<file path="src/udff_pkg.sv">
package udff_pkg;

  localparam int unsigned VALUE_BITS_DEF  = 32;
  localparam int unsigned FIELD_LIMIT_DEF = 63;

  localparam int unsigned CNT_W     = 6;
  localparam int unsigned CFG_IDX_W = 3;
  localparam int unsigned CFG_DAT_W = 6;
  localparam int unsigned CHAR_W    = 8;

  localparam logic [CFG_IDX_W-1:0] CFG_FIELD_WIDTH     = 3'd0;
  localparam logic [CFG_IDX_W-1:0] CFG_DIGIT_PRECISION = 3'd1;
  localparam logic [CFG_IDX_W-1:0] CFG_PRECISION_GIVEN = 3'd2;
  localparam logic [CFG_IDX_W-1:0] CFG_LEFT_ALIGN      = 3'd3;
  localparam logic [CFG_IDX_W-1:0] CFG_ZERO_PAD        = 3'd4;

  localparam logic [CHAR_W-1:0] CH_ZERO  = 8'h30;
  localparam logic [CHAR_W-1:0] CH_SPACE = 8'h20;

  // double-dabble digit correction
  function automatic logic [3:0] bcd_adjust(input logic [3:0] dig);
    return (dig >= 4'd5) ? dig + 4'd3 : dig;
  endfunction

endpackage

</file>
<file path="src/unsigned_decimal_field_formatter.sv">
// From input transfer to the first character, D the digit count (1 to 10), the steps are:
// 32 shift-and-add-3 steps (VALUE_BITS), 10 - D leading-zero drops, trim end, field setup, load.
// A field without digits (zero value, precision 0 given) skips the drops and the trim end.
// Throughput: one character per cycle while the output is not stalled; the next value is taken
// once the last character of a field is loaded.
// Reset: configuration registers clear to zero, sequencer idle, no character pending.
module unsigned_decimal_field_formatter
  import udff_pkg::*;
#(
  parameter int unsigned VALUE_BITS  = VALUE_BITS_DEF,
  parameter int unsigned FIELD_LIMIT = FIELD_LIMIT_DEF
) (
  input  logic                  clk_i,
  input  logic                  rst_ni,
  input  logic                  in_valid_i,
  output logic                  in_stall_o,
  input  logic [VALUE_BITS-1:0] value_i,
  output logic                  out_valid_o,
  input  logic                  out_stall_i,
  output logic [CHAR_W-1:0]     out_char_o,
  output logic [CNT_W-1:0]      char_count_o,
  output logic                  last_char_o,
  input  logic                  cfg_valid_i,
  output logic                  cfg_ready_o,
  input  logic [CFG_IDX_W-1:0]  cfg_index_i,
  input  logic [CFG_DAT_W-1:0]  cfg_data_i
);

  localparam int unsigned MAX_DIGITS = (VALUE_BITS * 30103) / 100000 + 1;
  localparam int unsigned BCD_W      = MAX_DIGITS * 4;
  localparam int unsigned DIG_W      = $clog2(MAX_DIGITS + 1);
  localparam int unsigned BIT_W      = $clog2(VALUE_BITS);
  localparam logic [CNT_W-1:0] LIMIT = CNT_W'(FIELD_LIMIT);

  typedef enum logic [2:0] {
    ST_IDLE,
    ST_CONV,
    ST_NORM,
    ST_SETUP,
    ST_EMIT
  } state_e;

  state_e                 state_q;
  logic [CNT_W-1:0]       width_q, prec_q;
  logic                   prec_given_q, left_q, zpad_q;
  logic [VALUE_BITS-1:0]  bin_q;
  logic [BCD_W-1:0]       bcd_q;
  logic [BIT_W-1:0]       bit_cnt_q;
  logic [DIG_W-1:0]       ndig_q;
  logic                   empty_q;
  logic [CNT_W-1:0]       npad_q, nzero_q, total_q, count_q;
  logic                   zfill_q;
  logic                   out_valid_q, last_q;
  logic [CHAR_W-1:0]      char_q;
  logic [CNT_W-1:0]       cnt_out_q;

  logic [BCD_W-1:0]       bcd_adj;
  logic [CNT_W-1:0]       ndig_ext, nzero_c, content_c, npad_c, total_c;
  logic                   in_xfer, out_free;
  logic [CNT_W-1:0]       cfg_sat;

  always_comb begin
    for (int d = 0; d < MAX_DIGITS; d++) begin
      bcd_adj[d*4 +: 4] = bcd_adjust(bcd_q[d*4 +: 4]);
    end
  end

  always_comb begin
    ndig_ext  = CNT_W'(ndig_q);
    nzero_c   = (prec_given_q && (prec_q > ndig_ext)) ? prec_q - ndig_ext : '0;
    content_c = ndig_ext + nzero_c;
    npad_c    = (width_q > content_c) ? width_q - content_c : '0;
    total_c   = (width_q > content_c) ? width_q : content_c;
    if (total_c > LIMIT) begin
      total_c = LIMIT;
    end
  end

  assign cfg_sat     = (cfg_data_i > LIMIT) ? LIMIT : cfg_data_i;
  assign in_stall_o  = (state_q != ST_IDLE);
  assign in_xfer     = in_valid_i && !in_stall_o;
  assign out_free    = !out_valid_q || !out_stall_i;
  assign cfg_ready_o = 1'b1;

  always_ff @(posedge clk_i or negedge rst_ni) begin
    if (!rst_ni) begin
      state_q      <= ST_IDLE;
      width_q      <= '0;
      prec_q       <= '0;
      prec_given_q <= 1'b0;
      left_q       <= 1'b0;
      zpad_q       <= 1'b0;
      bin_q        <= '0;
      bcd_q        <= '0;
      bit_cnt_q    <= '0;
      ndig_q       <= '0;
      empty_q      <= 1'b0;
      npad_q       <= '0;
      nzero_q      <= '0;
      total_q      <= '0;
      count_q      <= '0;
      zfill_q      <= 1'b0;
      out_valid_q  <= 1'b0;
      last_q       <= 1'b0;
      char_q       <= '0;
      cnt_out_q    <= '0;
    end else begin
      if (cfg_valid_i && cfg_ready_o) begin
        unique case (cfg_index_i)
          CFG_FIELD_WIDTH:     width_q      <= cfg_sat;
          CFG_DIGIT_PRECISION: prec_q       <= cfg_sat;
          CFG_PRECISION_GIVEN: prec_given_q <= cfg_data_i[0];
          CFG_LEFT_ALIGN:      left_q       <= cfg_data_i[0];
          CFG_ZERO_PAD:        zpad_q       <= cfg_data_i[0];
          default: ;
        endcase
      end

      if (out_free) begin
        out_valid_q <= (state_q == ST_EMIT);
      end

      unique case (state_q)
        ST_IDLE: begin
          if (in_xfer) begin
            bin_q     <= value_i;
            bcd_q     <= '0;
            bit_cnt_q <= BIT_W'(VALUE_BITS - 1);
            empty_q   <= (value_i == '0) && prec_given_q && (prec_q == '0);
            state_q   <= ST_CONV;
          end
        end
        ST_CONV: begin
          bcd_q <= {bcd_adj[BCD_W-2:0], bin_q[VALUE_BITS-1]};
          bin_q <= bin_q << 1;
          if (bit_cnt_q == '0) begin
            ndig_q  <= empty_q ? '0 : DIG_W'(MAX_DIGITS);
            state_q <= empty_q ? ST_SETUP : ST_NORM;
          end else begin
            bit_cnt_q <= bit_cnt_q - 1'b1;
          end
        end
        ST_NORM: begin
          // drop leading zero digits, keep at least one
          if ((ndig_q > DIG_W'(1)) && (bcd_q[BCD_W-1 -: 4] == 4'd0)) begin
            bcd_q  <= bcd_q << 4;
            ndig_q <= ndig_q - 1'b1;
          end else begin
            state_q <= ST_SETUP;
          end
        end
        ST_SETUP: begin
          nzero_q <= nzero_c;
          npad_q  <= npad_c;
          total_q <= total_c;
          count_q <= '0;
          zfill_q <= zpad_q && !left_q && !prec_given_q;
          state_q <= (total_c == '0) ? ST_IDLE : ST_EMIT;
        end
        ST_EMIT: begin
          if (out_free) begin
            cnt_out_q   <= count_q + 1'b1;
            last_q      <= (count_q + 1'b1) == total_q;
            count_q     <= count_q + 1'b1;
            if ((count_q + 1'b1) == total_q) begin
              state_q <= ST_IDLE;
            end
            priority if (!left_q && (npad_q != '0)) begin
              char_q <= zfill_q ? CH_ZERO : CH_SPACE;
              npad_q <= npad_q - 1'b1;
            end else if (nzero_q != '0) begin
              char_q  <= CH_ZERO;
              nzero_q <= nzero_q - 1'b1;
            end else if (ndig_q != '0) begin
              char_q <= CH_ZERO | {4'd0, bcd_q[BCD_W-1 -: 4]};
              bcd_q  <= bcd_q << 4;
              ndig_q <= ndig_q - 1'b1;
            end else begin
              char_q <= CH_SPACE;
              npad_q <= npad_q - 1'b1;
            end
          end
        end
        default: state_q <= ST_IDLE;
      endcase
    end
  end

  assign out_valid_o  = out_valid_q;
  assign out_char_o   = char_q;
  assign char_count_o = cnt_out_q;
  assign last_char_o  = last_q;

`ifndef SYNTHESIS
  a_busy_after_accept: assert property (@(posedge clk_i) disable iff (!rst_ni)
    in_valid_i && !in_stall_o |=> in_stall_o)
    else $error("formatter not busy after input transfer");

  a_next_char_follows: assert property (@(posedge clk_i) disable iff (!rst_ni)
    out_valid_o && !out_stall_i && !last_char_o |=> out_valid_o)
    else $error("gap inside a field");

  a_count_advances: assert property (@(posedge clk_i) disable iff (!rst_ni)
    out_valid_o && !out_stall_i && !last_char_o |=>
      char_count_o == $past(char_count_o) + 1'b1)
    else $error("character count did not advance");

  a_count_in_range: assert property (@(posedge clk_i) disable iff (!rst_ni)
    out_valid_o |-> (char_count_o != '0) && (char_count_o <= LIMIT))
    else $error("character count out of range");
`endif

endmodule

</file>
<file path="config.mk">
export PLATFORM = sky130hd
export DESIGN_NAME = unsigned_decimal_field_formatter
export DESIGN_NICKNAME = d
export VERILOG_FILES = /design/src/udff_pkg.sv /design/src/unsigned_decimal_field_formatter.sv
export SDC_FILE = /design/constraint.sdc
export NUM_CORES = 1
export LEC_CHECK = 0
export BUFFER_PORTS_ARGS = -buffer_cell sky130_fd_sc_hd__buf_2
export CORE_UTILIZATION = 40
export DETAILED_ROUTE_END_ITERATION = 10
export PLACE_DENSITY_LB_ADDON = 0.25
export SKIP_LAST_GASP = 1
export SYNTH_ARGS = -nofsm -noshare
export SYNTH_HDL_FRONTEND = slang
export SYNTH_SLANG_ARGS = --single-unit
export TNS_END_PERCENT = 1
</file>
<file path="constraint.sdc">
create_clock -name clk_i -period 8.05 [get_ports clk_i]
set_input_delay 2.0125 -clock clk_i [delete_from_list [all_inputs] [get_ports clk_i]]
set_output_delay 2.0125 -clock clk_i [all_outputs]
set_load 0.02 [all_outputs]
</file>
==> After elaboration in Yosys (flattened, before gate mapping) <==
Index checks and enable logic that the tools add are counted.
{ "classes": {"addsub": 18, "n_mul": 0, "n_div": 0, "order_cmp": 15, "eq_ne": 22, "shift": 0, "mux": 58, "n_bitwise": 0, "n_reduce_logical": 44} }
{ "ops": {"columns": ["cell", "count"], "rows": [
  ["$mux W40", 6],
  ["$pmux W40 S4", 1],
  ["$mux W6", 13],
  ["$mux W4", 16],
  ["$pmux W32 S2", 1],
  ["$ge A4 B3 Y1 const B", 10],
  ["$add A4 B2 Y4 const B", 9],
  ["$pmux W6 S2", 3],
  ["$logic_not A32 Y1", 1],
  ["$mux W32", 1],
  ["$mux W5", 6],
  ["$mux W3", 7],
  ["$reduce_and A2 Y1", 9],
  ["$ne A2 B2 Y1 const B", 8],
  ["$pmux W3 S5", 1],
  ["$reduce_and A7 Y1", 2],
  ["$eq A3 B2 Y1 const B", 4],
  ["$gt A6 B6 Y1 const B", 2],
  ["$logic_not A6 Y1", 2],
  ["$pmux W4 S3", 1],
  ["$reduce_bool A6 Y1", 2],
  ["$sub A6 B1 Y6 const B", 2],
  ["$pmux W5 S2", 1],
  ["$logic_and A1 B1 Y1", 8],
  ["27 further kinds", 41]
]} }
{ "totals": {"regBits": 141, "latch_bits": 0, "mem_bits_rw": 0, "rom_bits": 0, "input_bits": 46, "output_inout_bits": 18, "word_cells": 177, "memories": 0} }

==> Logic depth before layout (Yosys ltp) <==
Gate-level depths: netlist (run 1).
{ "depth": {"depth_word": 11, "depth_mapped": 22, "mapped_depth_nobuf": 21} }

==> Least setup slack after synthesis (run 1) <==
OpenSTA, ideal clock, no wires.
{ "synth_timing": {"kind": "register to register", "from": "reg prec_q[0]", "to": "reg state_q[2]", "setup_time_ns": 0.129, "arrival_time_ns": 4.105, "slack_ns": 3.816, "path_stages_with_launch": 22, "path_buffers": 1, "period_less_slack_ns": 4.234, "path_cell_list": "dfrtp_1 > inv_1 > ha_1 > inv_1 > fa_1 > a21o_1 > a21oi_1 > o21a_1 > nor2_1 > ha_1 > fa_1 > xor2_1 > inv_1 > ha_1 > nor2b_1 > o21ai_0 > a21oi_1 > a221oi_1 > mux2i_1 > buf_1 > nor3_1 > o31ai_1"} }
{ "synth_between": {"elab_chain_cells": 11, "elab_cells_between_ends": 12, "cone_classes": "2 x add/sub; 3 x order compare; 5 x mux; 2 x reduce/logical"} }
{ "synth_lines": {"columns": ["element", "line_no", "source"], "rows": [
  ["start: declaration", "unsigned_decimal_field_formatter.sv:44", "logic [CNT_W-1:0] width_q, prec_q;"],
  ["start signal: assignment", "unsigned_decimal_field_formatter.sv:111", "CFG_DIGIT_PRECISION: prec_q <= cfg_sat;"],
  ["$gt A6 B4 Y1", "unsigned_decimal_field_formatter.sv:70", "nzero_c = (prec_given_q && (prec_q > ndig_ext)) ? prec_q - ndig_ext : '0;"],
  ["$logic_and A1 B1 Y1", "unsigned_decimal_field_formatter.sv:70", null],
  ["$mux W6 *", "unsigned_decimal_field_formatter.sv:70", null],
  ["$add A4 B6 Y6 *", "unsigned_decimal_field_formatter.sv:71", "content_c = ndig_ext + nzero_c;"],
  ["$gt A6 B6 Y1", "unsigned_decimal_field_formatter.sv:73", "total_c = (width_q > content_c) ? width_q : content_c;"],
  ["$mux W6 *", "unsigned_decimal_field_formatter.sv:73", null],
  ["$gt A6 B6 Y1", "unsigned_decimal_field_formatter.sv:74", "if (total_c > LIMIT) begin"],
  ["$mux W6 *", "unsigned_decimal_field_formatter.sv:74", null],
  ["$logic_not A6 Y1 *", "unsigned_decimal_field_formatter.sv:158", "state_q <= (total_c == '0) ? ST_IDLE : ST_EMIT;"],
  ["$mux W3 *", "unsigned_decimal_field_formatter.sv:158", null],
  ["$pmux W3 S5 *", "unsigned_decimal_field_formatter.sv:123", "unique case (state_q)"],
  ["end signal: assignment", "unsigned_decimal_field_formatter.sv:138", "state_q <= empty_q ? ST_SETUP : ST_NORM;"],
  ["end signal: assignment", "unsigned_decimal_field_formatter.sv:158", null],
  ["end: declaration", "unsigned_decimal_field_formatter.sv:43", "state_e state_q;"]
]} }
Every way passes the cells marked *; elsewhere a longest branch is shown, timed or not.
A chain may end at the register's enable or synchronous reset.

==> Final worst setup path (run 1) <==
{ "layout_timing": {"from": "reg ndig_q[0]", "to": "reg total_q[1]"} }
{ "layout_between": {"elab_chain_cells": 8, "elab_cells_between_ends": 9, "cone_classes": "2 x add/sub; 3 x order compare; 3 x mux; 1 x reduce/logical"} }
{ "layout_lines": {"columns": ["element", "line_no", "source"], "rows": [
  ["start: declaration", "unsigned_decimal_field_formatter.sv:49", "logic [DIG_W-1:0] ndig_q;"],
  ["start signal: assignment", "unsigned_decimal_field_formatter.sv:137", "ndig_q <= empty_q ? '0 : DIG_W'(MAX_DIGITS);"],
  ["start signal: assignment", "unsigned_decimal_field_formatter.sv:147", "ndig_q <= ndig_q - 1'b1;"],
  ["start signal: assignment", "unsigned_decimal_field_formatter.sv:177", "ndig_q <= ndig_q - 1'b1;"],
  ["$gt A6 B4 Y1", "unsigned_decimal_field_formatter.sv:70", null],
  ["$logic_and A1 B1 Y1", "unsigned_decimal_field_formatter.sv:70", null],
  ["$mux W6", "unsigned_decimal_field_formatter.sv:70", null],
  ["$add A4 B6 Y6 *", "unsigned_decimal_field_formatter.sv:71", null],
  ["$gt A6 B6 Y1", "unsigned_decimal_field_formatter.sv:73", null],
  ["$mux W6 *", "unsigned_decimal_field_formatter.sv:73", null],
  ["$gt A6 B6 Y1", "unsigned_decimal_field_formatter.sv:74", null],
  ["$mux W6 *", "unsigned_decimal_field_formatter.sv:74", null],
  ["end signal: assignment", "unsigned_decimal_field_formatter.sv:155", "total_q <= total_c;"],
  ["end: declaration", "unsigned_decimal_field_formatter.sv:51", "logic [CNT_W-1:0] npad_q, nzero_q, total_q, count_q;"]
]} }
Marked as above.

==> results of run 1 <==
critical path, cell delays in order, from the launching register on:
cell	delay, ns
dfrtp_1	0.45
ha_1	0.20
inv_1	0.05
fa_1	0.39
a21o_1	0.18
a21oi_1	0.19
o21a_1	0.24
nor2_1	0.12
ha_1	0.29
a21o_1	0.16
a21oi_1	0.23
nor2b_1	0.08
o21bai_1	0.15
xnor2_1	0.20
inv_1	0.08
ha_1	0.39
and2_1	0.18
a221oi_1	0.05
mux2i_1	0.88
mux2i_1	0.34
o21ai_0	0.10
per-layer routing:
| layer | share of wire [%] | vias up | GRT usage (%) |
|---|---|---|---|
| met3 | 2.9 | 20 | 3.609 |
| met1 | 51 | 3229 | 27.82 |
| li1 | - | 3312 | - |
| met2 | 44 | 97 | 29.50 |
| met4 | 1.6 | 0 | 6.648 |
| met5 | 0 | - | 0 |
layout by cell type, fill, tap and decap left out, types with 4 or more instances in the layout:
master / Yosys / final
dfrtp_1: 139 / 139
nor2_1: 107 / 106
nand2_1: 90 / 90
o21ai_0: 85 / 85
buf_2: 2 / 59
a21oi_1: 57 / 57
inv_1: 45 / 45
ha_1: 43 / 43
o22ai_1: 28 / 28
xnor2_1: 25 / 25
nor3_1: 24 / 23
nand2b_1: 19 / 19
clkbuf_16: 0 / 17
mux2_2: 13 / 13
nand3_1: 13 / 13
buf_4: 3 / 12
a221oi_1: 11 / 11
xor2_1: 10 / 10
nor4_1: 10 / 10
a221oi_2: 10 / 10
a32oi_1: 9 / 9
a21o_1: 8 / 8
a22oi_1: 8 / 8
nor3b_1: 8 / 8
inv_6: 0 / 8
mux2i_1: 7 / 7
o211ai_1: 6 / 6
o31ai_1: 5 / 5
nand4_1: 5 / 5
nor2b_1: 4 / 4
and2_1: 4 / 4
and3_1: 4 / 4
or3_1: 4 / 4
nor4b_1: 4 / 4
a22o_1: 4 / 4
inv_8: 0 / 4
sequential cells by signal (all words and copies together) (netlist names), 5 cells and up:
name	cells
bin_q	32
out_char_o	6
bit_cnt_q	5
total_q	6
bcd_q	40
count_q	6
prec_q	6
npad_q	6
nzero_q	6
width_q	6
char_count_o	6
stage by stage:
step	instances	util, %	power (uW)
floorplan	899	-	2576
global placement	1193	44.05	2963
detailed placement	1193	44.05	2992
CTS	1225	47.05	3807
global route	1225	47.05	4107
finish	1225	47.05	3785
how the worst max path moves through the flow:
stage / start / to / slack, ns / cells past startpoint
6_report: ndig_q[0]$_DFFE_PN0P_ / total_q[1]$_DFFE_PN0P_ / 2.96 / 20
5_1_grt: ndig_q[0]$_DFFE_PN0P_ / total_q[1]$_DFFE_PN0P_ / 2.58 / 19
3_5_place_dp: ndig_q[0]$_DFFE_PN0P_ / state_q[2]$_DFFE_PN0P_ / 3.08 / 19
3_3_place_gp: ndig_q[0]$_DFFE_PN0P_ / state_q[2]$_DFFE_PN0P_ / 3.12 / 19
2_1_floorplan: prec_q[0]$_DFFE_PN0P_ / state_q[2]$_DFFE_PN0P_ / 3.82 / 21
4_1_cts: ndig_q[0]$_DFFE_PN0P_ / total_q[1]$_DFFE_PN0P_ / 3.02 / 20
area by class of cell:
type,count,area [um^2],share of cell area (%)
multi-input cells,672,4283,46.31
flip-flops and latches,139,3478,37.61
clock buffers,17,425.4,4.600
repair buffers,72,396.6,4.289
well taps,265,331.6,3.585
inverters,45,168.9,1.827
clock inverters,15,163.9,1.772
cell families (layout without fill, tap and decap cells):
group | count (synthesis) | count (layout)
other cells | 2 | 3
buf+inv | 88 | 149
fa+ha+maj | 48 | 48
flops | 139 | 139
mux | 20 | 20
xor+xnor | 35 | 35
simple gates | 314 | 314
compound gates | 252 | 252
power breakdown:
part | total [uW] | internal (uW) | switching (uW)
Clock | 790 | 418 | 372
Sequential | 1200 | 948 | 251
Combinational | 1800 | 788 | 1010
==> impl_metrics.py, run 1 <==
metrics = {
    "global_routing": {
        "grt_pass1_wl_um": 31860,
        "grt_pass1_vias": 6261,
        "grt_antenna_before_repair": 0,
        "overflow": 0,
        "grt_use_total_pct": 19.50,
        "grt_max_degree": 75,
    },
    "final_layout": {
        "diodes": 0,
        "nFillCells": 1905,
        "final_layout_size_suffix_gt1_share_pct": 14.27,
        "area_delta_synth_final_pct": 13.97,
        "nets": 1039,
        "postLayoutCellArea_mm2": 0.009248,
    },
    "sta": {
        "fin_hold_ws_ns": 0.4574,
        "hold_viol": 0,
        "fin_setup_tns_ns": 0,
        "layout_min_cycle_time_ns": 5.088,
        "skew_ns": 0.01682,
        "slew_violations": 0,
        "slew_headroom_pct": 23.86,
        "setup_viol": 0,
        "fin_crit_sh_pct": 63.20,
        "max_freq_ghz": 0.1965,
        "rsz0062_at_grt": "false",
        "tightest_slew_ns": 1.110,
        "setup_ws_ns": 2.962,
    },
    "logic_synthesis": {
        "synth_top_area_share_pct": 42.87,
        "yosysTopAreaCell": "dfrtp_1",
        "synthSimpleGateAreaFrac_pct": 18.47,
        "synth_cell_types": 66,
        "synthTopCellsByCount": "dfrtp_1 (139), nor2_1 (107), nand2_1 (90)",
        "syn_inst": 898,
        "synth_top_family_by_area": "compound AO/OA/AOI/OAI gates",
        "yosysSeqAreaShare_pct": 42.87,
        "synthMostInstantiatedCell": "dfrtp_1",
        "synth.avg_cell_area_um2": 9.036,
        "synth_ff_type": "dfrtp_1",
        "synth_warnings": 0,
        "synth-compound-area-share_pct": 20.02,
        "synth.mux.area_fraction_pct": 2.668,
        "ys_ff_latch": 139,
        "yosys-top-cells-area": "dfrtp_1 (43%), ha_1 (6.6%), o21ai_0 (5.2%)",
        "synth_edf_count": 0,
        "synthAdderAreaFrac_pct": 7.618,
        "syn_area_mm2": 0.008114,
        "yosys.area_share.xor_xnor_pct": 3.778,
        "async_flop_share_pct": 100.0,
    },
    "hold_path": {
        "min_from": "out_char_o[5]$_DFFE_PN0P_",
        "hp-class": "reg -> reg",
        "min_to": "out_char_o[5]$_DFFE_PN0P_",
        "min_path_cells": 1,
    },
    "setup_path": {
        "reg2reg_to": "total_q[1]$_DFFE_PN0P_",
        "ff2ff_setup_slack_ns": 2.96,
        "critical_path_arrival_ns": 5.40,
        "timing.rr.start": "ndig_q[0]$_DFFE_PN0P_",
        "cp-start-kind": "flip-flop",
        "worstRegToRegCells": 20,
        "cp_data_required_time_ns": 8.36,
        "crit_type": "reg -> reg",
        "critPathCaptureType": "flip-flop",
        "critPathMaxFanout": 11,
    },
    "placement": {
        "hpwlAfterDp_um": 12730,
        "postPlaceCellArea_mm2": 0.008658,
        "gp_congestion": 0.8878,
        "port_buffers": 60,
        "post-place-ws_ns": 3.075,
    },
    "clock_network": {
        "insertion_delay_ns": 0.44,
        "tritoncts": "built",
        "clk_pin_slew_ns": 0.07,
        "h-tree-depth": 4,
        "root_buffer": "clkbuf_16",
        "cts_resized": 0,
        "postCtsSetupBuffers": 0,
        "cts_hold_buffers": 0,
        "numCtsBuffers": 17,
        "max-clock-path-buffers": 2,
        "clkSinkCount": 139,
    },
    "routing": {
        "avgViaCountPerCell": 5.435,
        "wirelength_um": 19010,
        "routedWlPerCell_um": 15.52,
        "drc": 0,
        "drt-initial-drc-count": 436,
        "ant_nets": 0,
        "first_pass_iters": 5,
        "vias": 6658,
    },
    "flow_run": {
        "drv_cap": 0,
    },
    "floorplan": {
        "pin_count": 64,
        "rows": 51,
        "die_width_um": 144.4,
        "die_h_um": 144.4,
        "core-area_mm2": 0.01965,
        "start_util_pct": 41.28,
        "dieArea_mm2": 0.02086,
    },
    "pwr": {
        "cellPowerDensity_mw_per_mm2": 409.3,
        "ir_drop_mv": 0.1701,
        "leakage_uw": 0.004149,
    },
    "outcome": {
        "status": "finished, final reports clean",
    },
}
No activity file was read; power rests on OpenSTA's default activity.
==> run 2: changes to the inputs <==
==> constraint.sdc (replaced) <==
create_clock -name clk_i -period 5.1 [get_ports clk_i]
set_input_delay 1.275 -clock clk_i [delete_from_list [all_inputs] [get_ports clk_i]]
set_output_delay 1.275 -clock clk_i [all_outputs]
set_load 0.02 [all_outputs]
==> run 2 against run 1 <==
Compared with the run above: setup slack got worse by 2.6 ns; combinational power rose by 59%; clock skew fell by 0.0037 ns; sequential cell count did not move; sequential power rose by 58%; first-iteration DRC count fell by 9.6%; clock power rose by 59%; critical path depth fell by 1; utilization rose by 0.076 points; clock-buffer cell count did not move; final cell count barely moved.
==> impl_metrics.py, run 2 (synthesized netlist as in run 1, its figures left out) <==
metrics = {
    "outcome": {
        "status": "finished, final reports clean",
    },
    "clock_network": {
        "clkSinkCount": 139,
        "numCtsBuffers": 17,
        "tritoncts": "built",
        "root_buffer": "clkbuf_16",
        "insertion_delay_ns": 0.43,
        "max-clock-path-buffers": 2,
        "h-tree-depth": 4,
        "clk_pin_slew_ns": 0.07,
        "postCtsSetupBuffers": 0,
    },
    "final_layout": {
        "nFillCells": 1940,
        "stdcell_count": 1226,
        "nets": 1040,
        "multi_input_comb_area_mm2": 0.004287,
        "final_core_util_pct": 47.13,
        "layout_common_cells": "dfrtp_1 (139), nor2_1 (106), nand2_1 (90)",
        "seqCellArea_mm2": 0.003478,
        "diodes": 0,
        "top_regs": "bcd_q (40), bin_q (32)",
        "largest_register": "bcd_q",
        "final_layout_size_suffix_gt1_share_pct": 14.46,
        "area_delta_synth_final_pct": 14.16,
        "final_common_cell": "dfrtp_1",
        "largest_reg_flops": 40,
    },
    "placement": {
        "dp_cells": 1194,
        "hpwlAfterDp_um": 12780,
        "gp_congestion": 0.8541,
        "port_buffers": 60,
        "post-place-ws_ns": 0.3559,
    },
    "routing": {
        "avgViaCountPerCell": 5.366,
        "routedWlPerCell_um": 15.32,
        "drt-initial-drc-count": 394,
        "wirelength_um": 18780,
        "vias": 6579,
        "drc": 0,
        "ant_nets": 0,
        "first_pass_iters": 7,
    },
    "setup_path": {
        "ff2ff_setup_slack_ns": 0.39,
        "critPathCaptureType": "flip-flop",
        "worstRegToRegCells": 19,
        "crit_type": "reg -> reg",
        "endpoint": "state_q[2]$_DFFE_PN0P_",
        "critical_path_arrival_ns": 5.03,
        "critPathMaxFanout": 6,
        "cp_data_required_time_ns": 5.42,
        "cp-start-kind": "flip-flop",
        "crit_start": "ndig_q[0]$_DFFE_PN0P_",
        "reg2reg_to": "state_q[2]$_DFFE_PN0P_",
        "timing.rr.start": "ndig_q[0]$_DFFE_PN0P_",
    },
    "floorplan": {
        "start_util_pct": 41.28,
        "pin_count": 64,
        "core-area_mm2": 0.01965,
        "die_h_um": 144.4,
        "die_width_um": 144.4,
        "dieArea_mm2": 0.02086,
        "rows": 51,
    },
    "sta": {
        "fin_setup_tns_ns": 0,
        "hold_viol": 0,
        "skew_ns": 0.01311,
        "setup_ws_ns": 0.3858,
        "fin_crit_sh_pct": 92.44,
        "tightest_slew_ns": 1.238,
        "setup_viol": 0,
        "max_freq_ghz": 0.2121,
        "layout_min_cycle_time_ns": 4.714,
        "rsz0062_at_grt": "false",
        "slew_violations": 0,
        "slew_headroom_pct": 16.70,
    },
    "flow_run": {
        "drv_cap": 0,
    },
    "global_routing": {
        "grt_use_total_pct": 19.17,
        "overflow": 0,
        "grt_max_degree": 66,
        "grt_pass1_vias": 6232,
        "grt_pass1_wl_um": 31400,
        "grt_antenna_before_repair": 0,
    },
    "hold_path": {
        "hp-class": "reg -> reg",
    },
    "pwr": {
        "ir_drop_mv": 0.3044,
        "cellPowerDensity_mw_per_mm2": 650.1,
        "leakage_uw": 0.004150,
    },
}
[run 2: cell count changes in the layout (fill, tap and decap cells not counted)]
cell and delta:
clkinv_8 -2, bufinv_16 +1, clkinv_4 +2, buf_4 +1, mux2i_1 -1, inv_8 -1
mux2i_2 +1
[run 2: critical path: stages (launching register included)]
cell and delay (ns):
dfrtp_1 0.44, ha_1 0.20, inv_1 0.05, fa_1 0.39, a21o_1 0.17, a21oi_1 0.19, o21a_1 0.24, nor2_1 0.09
ha_1 0.21, fa_1 0.40, xor2_1 0.28, inv_1 0.08, ha_1 0.33, nor2b_1 0.15, o21ai_0 0.20, a21oi_1 0.13
a221oi_1 0.34, mux2i_2 0.21, and4_1 0.26, o31ai_1 0.24
[run 2: where the power goes]
| group | leakage, uW | internal [uW] | total (uW) | switching (uW) |
|---|---|---|---|---|
| logic | 0.00215 | 1270 | 2870 | 1600 |
| clock network | 0.000293 | 699 | 1260 | 562 |
| registers | 0.00171 | 1500 | 1890 | 390 |
| total | 0.00415 | 3470 | 6020 | 2550 |
[run 2: through the flow]
step | hold WS (ns) | total power [uW] | cell area (um^2)
3_5_place_dp | 0.4496 | 4738 | 8666
3_3_place_gp | 0.4459 | 4701 | 8666
6_report | 0.4637 | 6021 | 9263
4_1_cts | 0.4654 | 6032 | 9259
5_1_grt | 0.4764 | 6518 | 9263
2_1_floorplan | 0.4463 | 4065 | 8118
[run 2: worst min path at each step]
stage,from,end,slack (ns),depth (start not counted)
6_report,out_char_o[5]$_DFFE_PN0P_,out_char_o[5]$_DFFE_PN0P_,0.46,1
3_3_place_gp,out_char_o[5]$_DFFE_PN0P_,out_char_o[5]$_DFFE_PN0P_,0.45,1
2_1_floorplan,bin_q[30]$_DFFE_PN0P_,bin_q[30]$_DFFE_PN0P_,0.45,2
5_1_grt,out_char_o[5]$_DFFE_PN0P_,out_char_o[5]$_DFFE_PN0P_,0.48,1
4_1_cts,out_char_o[5]$_DFFE_PN0P_,out_char_o[5]$_DFFE_PN0P_,0.47,1
3_5_place_dp,out_char_o[5]$_DFFE_PN0P_,out_char_o[5]$_DFFE_PN0P_,0.45,1
[run 2: layout make-up]
type                       count  area share, %
clock buffer                  17          4.593
clock inverter                15          1.810
inverter                      45          1.824
multi-input combinational    672          46.28
sequential                   139          37.55
tap                          265          3.580
timing repair buffer          73          4.363
[run 2: timing repair]
item	in CTS	in global routing
resized for setup	0	1
hold buffers	0	0
endpoints found under the setup margin	0	4
[run 2: layer usage]
layer	routed length [um]	share of wire (%)	track usage [%]
met1	9644	51	28.38
met4	154	0.82	4.321
met5	0	0	0
met3	752	4.0	4.139
met2	8230	44	28.31
==> run 3: changes to the inputs <==
--- a/config.mk
+++ b/config.mk
@@ -5,7 +5,7 @@
 export SDC_FILE = /design/constraint.sdc
 export NUM_CORES = 1
 export LEC_CHECK = 0
-export BUFFER_PORTS_ARGS = -buffer_cell sky130_fd_sc_hd__buf_2
+export BUFFER_PORTS_ARGS = -buffer_cell sky130_fd_sc_hd__buf_4
 export CORE_UTILIZATION = 40
 export DETAILED_ROUTE_END_ITERATION = 10
 export PLACE_DENSITY_LB_ADDON = 0.25
==> constraint.sdc (replaced) <==
create_clock -name clk_i -period 6 [get_ports clk_i]
set_input_delay 1.5 -clock clk_i [delete_from_list [all_inputs] [get_ports clk_i]]
set_output_delay 1.5 -clock clk_i [all_outputs]
set_load 0.02 [all_outputs]
==> run 3 against run 2 <==
Compared with the run above: hold slack gained 0.010 ns; sequential cell count did not move; critical path depth grew 1; clock skew fell by 0.0029 ns; first-iteration DRC count increased by 8.4%; utilization up 0.61 points; power shrank 16%; largest cell class unchanged.
==> impl_metrics.py, run 3 (synthesized netlist as in run 1, its figures left out) <==
metrics = {
    "sta": {
        "tightest_slew_ns": 0.9517,
        "fin_setup_tns_ns": 0,
        "fin_crit_sh_pct": 78.34,
        "skew_ns": 0.01024,
        "max_freq_ghz": 0.2127,
        "layout_min_cycle_time_ns": 4.700,
        "slew_headroom_pct": 36.55,
        "slew_violations": 0,
        "hold_viol": 0,
        "setup_viol": 0,
        "rsz0062_at_grt": "false",
    },
    "setup_path": {
        "critical_path_arrival_ns": 5.03,
        "cp_slowest_stage_delay_ns": 0.43,
        "critPathCaptureType": "flip-flop",
        "cp_common_cell": "ha_1",
        "crit_family": "adder cells",
        "path_cells": "ha_1 > inv_1 > fa_1 > a21o_1 > a21oi_1 > o21a_1 > nor2_1 > ha_1 > fa_1 > xor2_1 > inv_1 > ha_1 > nor2b_1 > o21ai_0 > a21oi_1 > a221oi_1 > mux2i_1 > buf_4 > and4_1 > o31ai_1",
        "critPathMaxFanout": 11,
        "crit_type": "reg -> reg",
        "cp_slowest_cell": "dfrtp_1",
        "cp-start-kind": "flip-flop",
        "cp_data_required_time_ns": 6.33,
        "critical_path_buf_inv_count": 3,
    },
    "final_layout": {
        "area_delta_synth_final_pct": 15.64,
        "top_regs": "bcd_q (40), bin_q (32)",
        "final_common_cell": "dfrtp_1",
        "final_core_util_pct": 47.74,
        "largest_register": "bcd_q",
        "nets": 1039,
        "largest_reg_flops": 40,
        "final_layout_size_suffix_gt1_share_pct": 14.27,
        "diodes": 0,
        "layout_common_cells": "dfrtp_1 (139), nor2_1 (106), nand2_1 (90)",
    },
    "floorplan": {
        "pin_count": 64,
        "start_util_pct": 41.28,
        "die_h_um": 144.4,
        "die_width_um": 144.4,
        "core-area_mm2": 0.01965,
        "dieArea_mm2": 0.02086,
        "rows": 51,
    },
    "global_routing": {
        "grt_pass1_wl_um": 32150,
        "grt_max_degree": 102,
        "grt_pass1_vias": 6459,
        "grt_antenna_before_repair": 0,
        "overflow": 0,
        "grt_use_total_pct": 19.52,
    },
    "routing": {
        "routedWlPerCell_um": 15.35,
        "drt-initial-drc-count": 427,
        "wirelength_um": 18810,
        "first_pass_iters": 5,
        "ant_nets": 0,
        "vias": 6679,
        "drc": 0,
        "avgViaCountPerCell": 5.452,
    },
    "hold_path": {
        "hp-class": "reg -> reg",
    },
    "clock_network": {
        "cts_resized": 0,
        "root_buffer": "clkbuf_16",
        "insertion_delay_ns": 0.43,
        "tritoncts": "built",
        "h-tree-depth": 4,
        "clk_pin_slew_ns": 0.07,
        "max-clock-path-buffers": 2,
        "numCtsBuffers": 17,
        "postCtsSetupBuffers": 0,
        "cts_hold_buffers": 0,
        "clkSinkCount": 139,
    },
    "pwr": {
        "cellPowerDensity_mw_per_mm2": 540.4,
        "leakage_uw": 0.004174,
        "ir_drop_mv": 0.2704,
    },
    "placement": {
        "hpwlAfterDp_um": 12780,
        "gp_congestion": 0.9148,
        "port_buffers": 60,
    },
    "outcome": {
        "status": "finished, final reports clean",
    },
    "flow_run": {
        "drv_cap": 0,
    },
}
run 3: changes by cell type in the layout (fill, tap and decap cells not counted), moves of 2 or more:
cell,previous run,this run
buf_2,59,0
buf_4,13,71
clkinvlp_4,0,2
inv_6,8,6
run 3: stage by stage:
| step | instance area (um^2) | setup slack [ns] | hold WS (ns) | std cells | power (uW) |
|---|---|---|---|---|---|
| final | 9383 | 1.300 | 0.4741 | 1225 | 5070 |
| after global routing | 9383 | 0.9002 | 0.4876 | 1225 | 5529 |
| after CTS | 9383 | 1.362 | 0.4733 | 1225 | 5090 |
| after detailed placement | 8806 | 1.390 | 0.4569 | 1193 | 4032 |
| after global placement | 8806 | 1.511 | 0.4515 | 1193 | 4000 |
| after floorplan | 8118 | 1.766 | 0.4463 | 899 | 3456 |
run 3: area by class of cell:
type,instances,area (um^2)
clock buffers,17,425.4
clock inverters,15,151.4
fillers,1924,10270
inverters,45,168.9
multi-input cells,672,4283
flip-flops and latches,139,3478
well taps,265,331.6
repair buffers,72,544.3
run 3: final timing paths:
| kind | start | endpoint | slack, ns | depth (start not counted) |
|---|---|---|---|---|
| setup / recovery | ndig_q[0]$_DFFE_PN0P_ | state_q[2]$_DFFE_PN0P_ | 1.30 | 20 |
| hold / removal | out_char_o[5]$_DFFE_PN0P_ | out_char_o[5]$_DFFE_PN0P_ | 0.47 | 1 |
| setup reg to reg | ndig_q[0]$_DFFE_PN0P_ | state_q[2]$_DFFE_PN0P_ | 1.30 | 20 |
| hold reg to reg | out_char_o[5]$_DFFE_PN0P_ | out_char_o[5]$_DFFE_PN0P_ | 0.47 | 1 |
| max in group asynchronous | rst_ni | left_q$_DFFE_PN0P_ | 3.77 | 2 |
| min in group asynchronous | rst_ni | last_char_o$_DFFE_PN0P_ | 1.16 | 1 |
run 3: layer usage:
metal / wire length (um) / part of all wire [%] / vias up / track usage, %
met3: 730 / 3.9 / 16 / 4.040
met5: 0 / 0 / - / 0
met1: 9478 / 50 / 3197 / 27.84
li1: - / - / 3326 / -
met4: 185 / 0.98 / 0 / 4.211
met2: 8412 / 45 / 140 / 30.36
run 3: where the power goes:
part | internal [uW] | total (uW) | switching (uW) | leakage (uW)
Sequential | 1270 | 1600 | 332 | 0.00171
Combinational | 1080 | 2430 | 1350 | 0.00219
Clock | 553 | 1030 | 481 | 0.000277
